**src/csl_queue.sv**
```systemverilog
//------------------------------------------------------------------------------
// csl_queue: result queue
// Four-entry FIFO that takes up to two results a cycle and gives one while rd_ready is high.
//------------------------------------------------------------------------------
`default_nettype none
module csl_queue #(
    parameter int RW = 8
) (
    input  wire logic          aclk,
    input  wire logic          aresetn,
    input  wire logic          wr_en,
    input  wire logic [1:0]    wr_count,
    input  wire logic [RW-1:0] wr_data0,
    input  wire logic [RW-1:0] wr_data1,
    output logic               space2,
    output logic               rd_valid,
    output logic [RW-1:0]      rd_data,
    input  wire logic          rd_ready
);
    logic [RW-1:0] mem_reg [4];
    logic [1:0] wp_reg, rp_reg;
    logic [2:0] cnt_reg;
    logic [1:0] wadd;
    logic       pop;

    assign wadd     = wr_en ? wr_count : 2'd0;
    assign rd_valid = cnt_reg != 3'd0;
    assign rd_data  = mem_reg[rp_reg];
    assign pop      = rd_valid && rd_ready;
    assign space2   = cnt_reg <= 3'd2;

    always_ff @(posedge aclk) begin
        if (wadd != 2'd0) mem_reg[wp_reg] <= wr_data0;
        if (wadd == 2'd2) mem_reg[wp_reg + 2'd1] <= wr_data1;
    end

    always_ff @(posedge aclk) begin
        if (!aresetn) begin
            wp_reg  <= '0;
            rp_reg  <= '0;
            cnt_reg <= '0;
        end else begin
            wp_reg  <= wp_reg + wadd;
            rp_reg  <= rp_reg + {1'b0, pop};
            cnt_reg <= cnt_reg + {1'b0, wadd} - {2'b0, pop};
        end
    end
endmodule
`default_nettype wire

```
**config.mk**
```make
export PLATFORM = sky130hd
export DESIGN_NAME = csl_queue
export DESIGN_NICKNAME = d
export VERILOG_FILES = /design/src/csl_queue.sv
export SDC_FILE = /design/constraint.sdc
export NUM_CORES = 1
export LEC_CHECK = 0
export ABC_AREA = 1
export BUFFER_PORTS_ARGS = -buffer_cell sky130_fd_sc_hd__buf_2
export CAP_MARGIN = 20
export CORE_ASPECT_RATIO = 1.4
export CORE_UTILIZATION = 55
export DETAILED_ROUTE_END_ITERATION = 8
export HOLD_SLACK_MARGIN = 0.06
export PLACE_DENSITY_LB_ADDON = 0.1
export SLEW_MARGIN = 20
export SYNTH_ARGS = -nofsm -noshare
export SYNTH_HDL_FRONTEND = slang
export SYNTH_SLANG_ARGS = --single-unit
export TNS_END_PERCENT = 20
```
**constraint.sdc**
```tcl
create_clock -name aclk -period 3.55 [get_ports aclk]
set_input_delay 0.5325 -clock aclk [delete_from_list [all_inputs] [get_ports aclk]]
set_output_delay 0.5325 -clock aclk [all_outputs]
set_load 0.02 [all_outputs]
```
* After elaboration in Yosys (flattened, before gate mapping) *
Memories as Yosys holds them, arrays and structs flattened. A register that Yosys moved wholly into a read port is not among the register bits.
Cells that the tools add are included.

storage, ports and cells
  bits in registers = 7
  memory bits (writable) = 32
  input bits = 22
  output and inout bits = 10
  logic and storage cells = 20
  memories kept = 1

memories
  name     words  width  read ports  clocked after Yosys merged registers in  write ports  line  text
  mem_reg  4      8      1           1                                        2            20    logic [RW-1:0] mem_reg [4];

operators by class
  $add $sub $neg = 5
  magnitude comparators = 1
  eq/ne operators = 1
  multiplexer cells = 6
  reductions and logical operators = 3

operator list
  kind                                                             count
  2-to-1 mux 1 bit                                                 4
  2-to-1 mux 2 bit                                                 2
  adder 3 x 2 -> 3 bit                                             1
  less-or-equal comparator 3 x 2 -> 1 bit (second input constant)  1
  nonzero test 3 bit                                               1
  subtractor 3 x 1 -> 3 bit                                        1
  adder 2 x 1 -> 2 bit                                             1
  adder 2 x 1 -> 2 bit (second input constant)                     1
  adder 2 bit                                                      1
  == test 2 bit (second input constant)                            1
  nonzero test 2 bit                                               1
  logical AND 1 bit                                                1

* Depth between registers and ports, before layout *
Gate-level depths: netlist of the first run.

  word-level depth = 4
  depth in mapped cells = 10
  depth with buffers taken out = 10

* Worst setup path after synthesis of the first run *
OpenSTA, ideal clock, no wires.

  kind = reg2reg
  start point = reg cnt_reg[2]
  end point = reg cnt_reg[2]
  library setup time = 0.070 ns
  arrival time = 1.676 ns
  required time = 3.480 ns
  path slack = 1.804 ns
  cell stages (with the launch flop) = 11
  buffers on the path = 0
  period minus slack after synthesis = 1.746 ns
  path through = dfxtp_1 > nor2_1 > nand2_1 > nand2_1 > xor2_1 > ha_1 > inv_1 > fa_1 > inv_1 > nand2_1 > a21oi_1

between the ends
  word-level cells in the longest chain between the ends = 3
  elaborated cells on any way between the ends = 4
  classes of those cells = 2 x add/sub; 2 x reduce/logical

RTL lines
  element                    line  text
  start, declared            22    logic [2:0] cnt_reg;
  start signal, assigned     45    cnt_reg <= cnt_reg + {1'b0, wadd} - {2'b0, pop};
  nonzero test 3 bit         27    assign rd_valid = cnt_reg != 3'd0;
  via rd_valid               16    output logic rd_valid,
  logical AND 1 bit          29    assign pop = rd_valid && rd_ready;
  subtractor 3 x 1 -> 3 bit  45

The timed path passes the listed nets, and every way through them passes these cells.
A chain may end at the register's enable or synchronous reset.

==> out/qor.log, run 1 <==
qor: yosys.avgSynthCellArea 9.18 µm²
qor: finish.post_route_cells_drive_above_1_share 21.9%
qor: global_routing.grt_first_pass_wirelength 6920 µm
qor: yosys.synth_commonest_cells 46 x sky130_fd_sc_hd__nand2_1, 32 x sky130_fd_sc_hd__edfxtp_1, 25 x sky130_fd_sc_hd__o21ai_1
qor: critical_path.crit-reg2reg-launch wp_reg[1]$_SDFF_PN0_
qor: critical_path.crit_arrival 1.99 ns
qor: clocking.cts_sinks 39
qor: yosys.syn_area 2020 µm²
qor: timing.hold_viol_final 0
qor: yosys.post_synth_and_or_nand_nor_area_fraction 16.5%
qor: timing.slew_violations 0
qor: critical_path.worst_setup_path_end_kind output pin
qor: power.pwr-share-seq 42.9%
qor: yosys.synth-edff-count 32
qor: yosys.mappedNetlistNets 246
qor: run_status.result_of_the_run finished clean
qor: clocking.cts_htree_levels 2
qor: critical_path.critical_path_required 3.02 ns
qor: clocking.clkTransAtPathRegs 0.07 ns
qor: routing.routed_via_density 5.43
qor: placed_design.portBuffers 31
qor: power.total_switching_power 0.465 mW
qor: yosys.synth_compound_area_share 17.8%
qor: job.drv.max_cap_violation_count 0
qor: finish.area_of_the_multi_input_gates 786 µm²
qor: global_routing.grt_antenna_before_repair 0
qor: routing.routed_wire_length_per_instance 14.5 µm
qor: finish.finish.utilization 66.5%
qor: yosys.fraction_of_synthesized_cell_area_taken_by_the_top_area_cell_type 47.6%
qor: timing.timing.max_slew.rel_slack 42.2%
qor: yosys.synthCells 220
qor: clocking.cts-buffers-inserted 5
qor: clocking.cts_root_buf sky130_fd_sc_hd__clkbuf_8
qor: yosys.dominantRegCellSynth sky130_fd_sc_hd__edfxtp_1
qor: clocking.clock_latency 0.29 ns
qor: timing.aggregate_negative_setup_slack 0 ns
qor: yosys.synth.top_cells.by_area sky130_fd_sc_hd__edfxtp_1 48%, sky130_fd_sc_hd__nand2_1 8.6%, sky130_fd_sc_hd__dfxtp_1 6.9%, sky130_fd_sc_hd__o21ai_1 6.2%, sky130_fd_sc_hd__o21ai_0 5.0%
qor: die.initial_utilization 58.7%
qor: yosys.synth-xor-area-share 1.73%
qor: placed_design.globalplace.congestion 0.787
qor: timing.tightestPinTransition 0.862 ns
qor: power.max-vdd-ir-drop 0.465 mV
qor: timing.clock-skew-final 0.00318 ns
qor: power.swShare 33.6%
qor: die.die_width 53.2 µm
qor: die.rows 25
qor: yosys.synth_cell_type_count 26
qor: power.p_leak 1.01 nW
qor: yosys.post_synth_adder_cell_area 2.85%
qor: critical_path.worst_path_largest_cell_delay 0.69 ns
qor: yosys.ys_warn_count 0
qor: yosys.synth_most_common_cell sky130_fd_sc_hd__nand2_1
qor: routing.wirelength 4230 µm
qor: die.core-area 3440 µm²
qor: power.clock_share_of_power 27.6%
qor: die.dieHeight 73.7 µm
qor: global_routing.first_global_vias 1489
qor: routing.routed-via-count 1579
qor: clocking.post_cts_resized 0
qor: routing.detail_route.first_pass.iterations 4
qor: timing.finalSetupViolCount 0
qor: routing.drtAntennaViolNets 0
qor: finish.antenna-diode-count 0
qor: critical_path.critical_path.slowest_cell sky130_fd_sc_hd__dfxtp_1
qor: min_path.worstHoldStart aresetn
qor: power.power.share.combinational 29.6%
qor: routing.drtIter0Drc 55
qor: clocking.cts.path.max_buffers 2
qor: timing.rsz0062_at_grt no
qor: critical_path.setup.worst_path.start rp_reg[0]$_SDFF_PN0_
qor: power.internal_power 0.919 mW
qor: critical_path.critical_path_class reg -> out
qor: min_path.worst_min_path_class in -> reg
qor: yosys.asyncSetResetFlopFracSynth 0%
qor: finish.design.final.nets 276
qor: yosys.yosys.area.top_type sky130_fd_sc_hd__edfxtp_1
qor: finish.largest_register_ff_count 32
qor: yosys.synth_mux_area_share 0%
qor: clocking.cts_post_setup_buffers_inserted 0
qor: routing.post-route-drc-count 0
qor: finish.layout.filler_cells 309
qor: yosys.main_combinational_cell_family_by_area_after_synthesis compound AO/OA/AOI/OAI gates
qor: global_routing.global_route.usage.total 25.9%
qor: die.die-area 3920 µm²
qor: placed_design.detailedPlacementHpwl 2950 µm
qor: global_routing.grt_overflow 0
qor: critical_path.path_cells inv_1 -> o21ai_0 -> o22ai_1 -> buf_2
qor: global_routing.pin_count_of_the_biggest_net_entering_global_routing 20
qor: finish.area_growth 13.3%
qor: critical_path.crit_fanout 19
qor: critical_path.crit_path_start_kind flip-flop
qor: finish.ff_latch_area 1100 µm²
qor: die.io_pins 32
qor: timing.fmax 397 MHz
qor: yosys.synth_seq_cells 39
qor: yosys.synth_sequential_area_ratio 54.5%
qor: clocking.tritoncts done
qor: timing.post-route-min-period 2.52 ns
qor: timing.min_period_over_period 71.0%
qor: clocking.cts_hold_buf 0
qor: power.power_per_cell_area 605 nW/µm²
## cell type report
cell class	count	area share (%)
clock buffer	6	3.61
clock inverter	2	1.53
inverter	21	3.44
multi-input combinational	152	34.3
sequential	39	48.1
tap	40	2.19
timing repair buffer	31	6.78
## worst paths after layout
check	to	slack [ns]	cells past startpoint
setup / recovery	rd_data[4]	1.03	4
hold / removal	cnt_reg[0]$_SDFF_PN0_	0.51	3
setup reg to reg	mem_reg[3][5]$_DFFE_PP_	1.74	4
hold reg to reg	cnt_reg[0]$_SDFF_PN0_	0.61	3
## cell usage in the layout (no fill, tap or decap)
cell / instances
sky130_fd_sc_hd__nand3_2: 1
sky130_fd_sc_hd__nand2_2: 4
sky130_fd_sc_hd__edfxtp_1: 32
sky130_fd_sc_hd__clkbuf_8: 6
sky130_fd_sc_hd__inv_2: 1
sky130_fd_sc_hd__clkinv_2: 1
sky130_fd_sc_hd__ha_1: 3
sky130_fd_sc_hd__o22ai_1: 8
sky130_fd_sc_hd__buf_2: 31
sky130_fd_sc_hd__nand2_1: 46
sky130_fd_sc_hd__nor2_1: 24
sky130_fd_sc_hd__fa_1: 1
sky130_fd_sc_hd__xnor2_1: 1
sky130_fd_sc_hd__nor2_4: 1
sky130_fd_sc_hd__xor2_1: 3
sky130_fd_sc_hd__o21ai_0: 20
sky130_fd_sc_hd__inv_1: 20
sky130_fd_sc_hd__o21ai_1: 25
sky130_fd_sc_hd__dfxtp_1: 7
sky130_fd_sc_hd__nor2_2: 1
sky130_fd_sc_hd__nand3_1: 1
sky130_fd_sc_hd__and2_1: 1
sky130_fd_sc_hd__bufinv_16: 1
sky130_fd_sc_hd__nand4_1: 1
sky130_fd_sc_hd__a21oi_1: 3
sky130_fd_sc_hd__o21ai_2: 8
## power groups by stage
| stage | logic, mW | clock network (mW) | registers [mW] |
|---|---|---|---|
| 2_1_floorplan | 0.315 | 0 | 0.574 |
| 3_5_place_dp | 0.412 | 0 | 0.603 |
| 4_1_cts | 0.415 | 0.385 | 0.593 |
| 3_3_place_gp | 0.408 | 0 | 0.602 |
| 5_1_grt | 0.470 | 0.400 | 0.604 |
| 6_report | 0.409 | 0.381 | 0.593 |
## layer usage
layer | vias up | part of all wire (%) | track usage, %
li1 | 808 | - | -
met1 | 714 | 39 | 30.4
met2 | 50 | 53 | 43.8
met3 | 7 | 6.2 | 6.63
met4 | 0 | 1.5 | 10.5
met5 | - | 0 | 0
## critical path: cells and delay by family, from the launching register on
family	cells	cell delay, ns
AOI/OAI and AO/OA	2	0.42
buffers and inverters	2	0.58
DFF	1	0.69
## through the flow
step	total power [mW]	hold WS, ns	instance area [µm²]	setup WS, ns	cells
floorplan	0.888	0.559	2020	1.80	220
global placement	1.01	0.585	2170	1.42	283
detailed placement	1.02	0.594	2170	1.37	283
CTS	1.39	0.501	2290	1.04	291
global route	1.47	0.513	2290	0.801	291
finish	1.38	0.507	2290	1.03	291
## logic make-up after synthesis
group,Yosys count
AND/OR/NAND/NOR,80
AO/OA/AOI/OAI,64
flip-flops,39
buffers and inverters,29
XOR/XNOR,4
adder cells (fa/ha/maj),4
Note: power is estimated with default switching activity, not from simulation.
==> run 2, diff against run 1 <==
Clock period 3.55 ns to 2.6 ns, I/O delays scaled along.
==> run 2 against run 1 <==
Critical path depth grew 1. Count of clock-buffer cells in the layout unchanged. Largest cell class unchanged. Power increased by 36%. Sequential power up 32%. Die area is the same. Clock skew is 0.00087 ns higher. Utilization increased by 0.44 points. Final area rose by 0.66%. Highest routed layer unchanged. Sequential share of layout area is 0.31 points lower. Combinational power is 41% higher.
==> out/qor.log, run 2 (same netlist as run 1, synthesis figures left out) <==
qor: critical_path.cp_top_family buffers and inverters
qor: routing.post-route-drc-count 0
qor: timing.aggregate_negative_setup_slack 0 ns
qor: routing.drtAntennaViolNets 0
qor: global_routing.first_global_vias 1428
qor: timing.post-route-worst-setup-slack 0.576 ns
qor: finish.layout_commonest_cell sky130_fd_sc_hd__nand2_1
qor: critical_path.crit_path_start_kind flip-flop
qor: placed_design.place_worst_setup_slack 0.799 ns
qor: timing.timing.max_slew.rel_slack 50.8%
qor: global_routing.global_route.usage.total 23.2%
qor: power.p_leak 1.02 nW
qor: placed_design.portBuffers 31
qor: timing.clock-skew-final 0.00404 ns
qor: placed_design.globalplace.congestion 0.787
qor: critical_path.worst_setup_path_end_kind output pin
qor: die.dieHeight 73.7 µm
qor: timing.hold_viol_final 0
qor: timing.post-route-min-period 2.02 ns
qor: critical_path.crit_fanout 19
qor: clocking.cts_root_buf sky130_fd_sc_hd__clkbuf_8
qor: clocking.cts_htree_levels 2
qor: global_routing.pin_count_of_the_biggest_net_entering_global_routing 20
qor: critical_path.crit-reg2reg-launch cnt_reg[2]$_SDFF_PN0_
qor: finish.post_route_cells_drive_above_1_share 22.5%
qor: routing.detail_route.first_pass.iterations 4
qor: clocking.cts.path.max_buffers 2
qor: clocking.cts_post_setup_buffers_inserted 0
qor: min_path.hold_end cnt_reg[0]$_SDFF_PN0_
qor: clocking.cts_sinks 39
qor: finish.commonest_non_fill_non_tap_cells_in_the_layout 46 x sky130_fd_sc_hd__nand2_1, 32 x sky130_fd_sc_hd__edfxtp_1, 31 x sky130_fd_sc_hd__buf_2
qor: clocking.tritoncts done
qor: finish.design.final.nets 278
qor: routing.wirelength 3980 µm
qor: die.initial_utilization 58.7%
qor: routing.routed-via-count 1544
qor: critical_path.critical_path_class reg -> out
qor: clocking.post_cts_resized 0
qor: clocking.cts_hold_buf 0
qor: timing.rsz0062_at_grt no
qor: placed_design.detailedPlacementHpwl 2850 µm
qor: finish.largest_register_ff_count 32
qor: clocking.cts-buffers-inserted 5
qor: critical_path.critical_path_buf_inv_count 3
qor: critical_path.critical_path_required 2.21 ns
qor: routing.routed_wire_length_per_instance 13.6 µm
qor: global_routing.grt_antenna_before_repair 0
qor: global_routing.grt_first_pass_wirelength 6240 µm
qor: timing.slew_violations 0
qor: min_path.worst_min_path_class in -> reg
qor: finish.antenna-diode-count 0
qor: critical_path.worst_r2r_endpoint cnt_reg[2]$_SDFF_PN0_
qor: finish.final_instance_area 2300 µm²
qor: placed_design.post_detailed_placement_cell_area 2190 µm²
qor: routing.routed_via_density 5.27
qor: finish.area_growth 14.1%
qor: die.rows 25
qor: critical_path.r2r.worst_path.cells 10
qor: clocking.clkTransAtPathRegs 0.07 ns
qor: run_status.result_of_the_run finished clean
qor: critical_path.crit_arrival 1.63 ns
qor: min_path.hold-path-cell-count 3
qor: power.max-vdd-ir-drop 0.550 mV
qor: die.io_pins 32
qor: timing.fmax 494 MHz
qor: die.die-area 3920 µm²
qor: routing.drtIter0Drc 29
qor: timing.tightestPinTransition 0.733 ns
qor: min_path.worstHoldStart aresetn
qor: timing.finalSetupViolCount 0
qor: critical_path.timing.reg2reg.setup_slack 0.85 ns
qor: timing.min_period_over_period 77.9%
qor: critical_path.worst_path_largest_cell_delay 0.35 ns
qor: critical_path.path_cells buf_4 -> inv_1 -> o21ai_0 -> o22ai_1 -> buf_2
qor: global_routing.grt_overflow 0
qor: job.drv.max_cap_violation_count 0
qor: critical_path.setup.worst_path.start rp_reg[0]$_SDFF_PN0_
qor: die.core-area 3440 µm²
qor: die.die_width 53.2 µm
qor: clocking.clock_latency 0.29 ns
qor: power.power_per_cell_area 818 nW/µm²
qor: critical_path.critical_path.slowest_cell sky130_fd_sc_hd__inv_1
## run 2: cell types whose count changed in the layout (fill, tap and decap cells not counted)
cell,delta
sky130_fd_sc_hd__buf_4,+2
## run 2: power by group
group / switching [mW] / total, mW / internal (mW)
clock network: 0.213 / 0.523 / 0.311
logic: 0.374 / 0.577 / 0.203
registers: 0.0391 / 0.783 / 0.744
total: 0.626 / 1.88 / 1.26
## run 2: cell type report
class / count / area, µm²
clock buffer: 6 / 82.6
clock inverter: 2 / 35.0
fill: 316 / 1140
inverter: 21 / 78.8
multi-input combinational: 152 / 786
sequential: 39 / 1100
tap: 40 / 50.0
timing repair buffer: 33 / 170
## run 2: worst min-delay path: stages
cell and delay [ns]:
sky130_fd_sc_hd__buf_2 0.14, sky130_fd_sc_hd__nand2_1 0.06, sky130_fd_sc_hd__inv_1 0.03
## run 2: how the worst max path moves through the flow
| stage | to | slack, ns | cells past startpoint |
|---|---|---|---|
| detailed placement | mem_reg[3][1]$_DFFE_PP_ | 0.80 | 5 |
| finish | rd_data[1] | 0.58 | 5 |
| CTS | rd_data[3] | 0.56 | 5 |
| global placement | cnt_reg[2]$_SDFF_PN0_ | 0.84 | 10 |
| floorplan | cnt_reg[2]$_SDFF_PN0_ | 0.85 | 10 |
| global route | rd_data[3] | 0.46 | 5 |
## run 2: stage by stage
stage                     std cells  power, mW  utilization [%]  hold WS, ns
after floorplan                 220       1.21                -        0.483
after global placement          285       1.38             63.5        0.585
after detailed placement        285       1.38             63.5        0.590
after global routing            293       1.99             66.9        0.387
after CTS                       293       1.90             66.9        0.364
final                           293       1.88             66.9        0.370
## run 2: metal layers
metal | GRT usage (%) | routed length, µm | part of all wire, %
met1 | 25.0 | 1640 | 41
met5 | 0 | 0 | 0
met2 | 43.2 | 2180 | 55
met4 | 7.60 | 53 | 1.3
met3 | 4.97 | 109 | 2.7
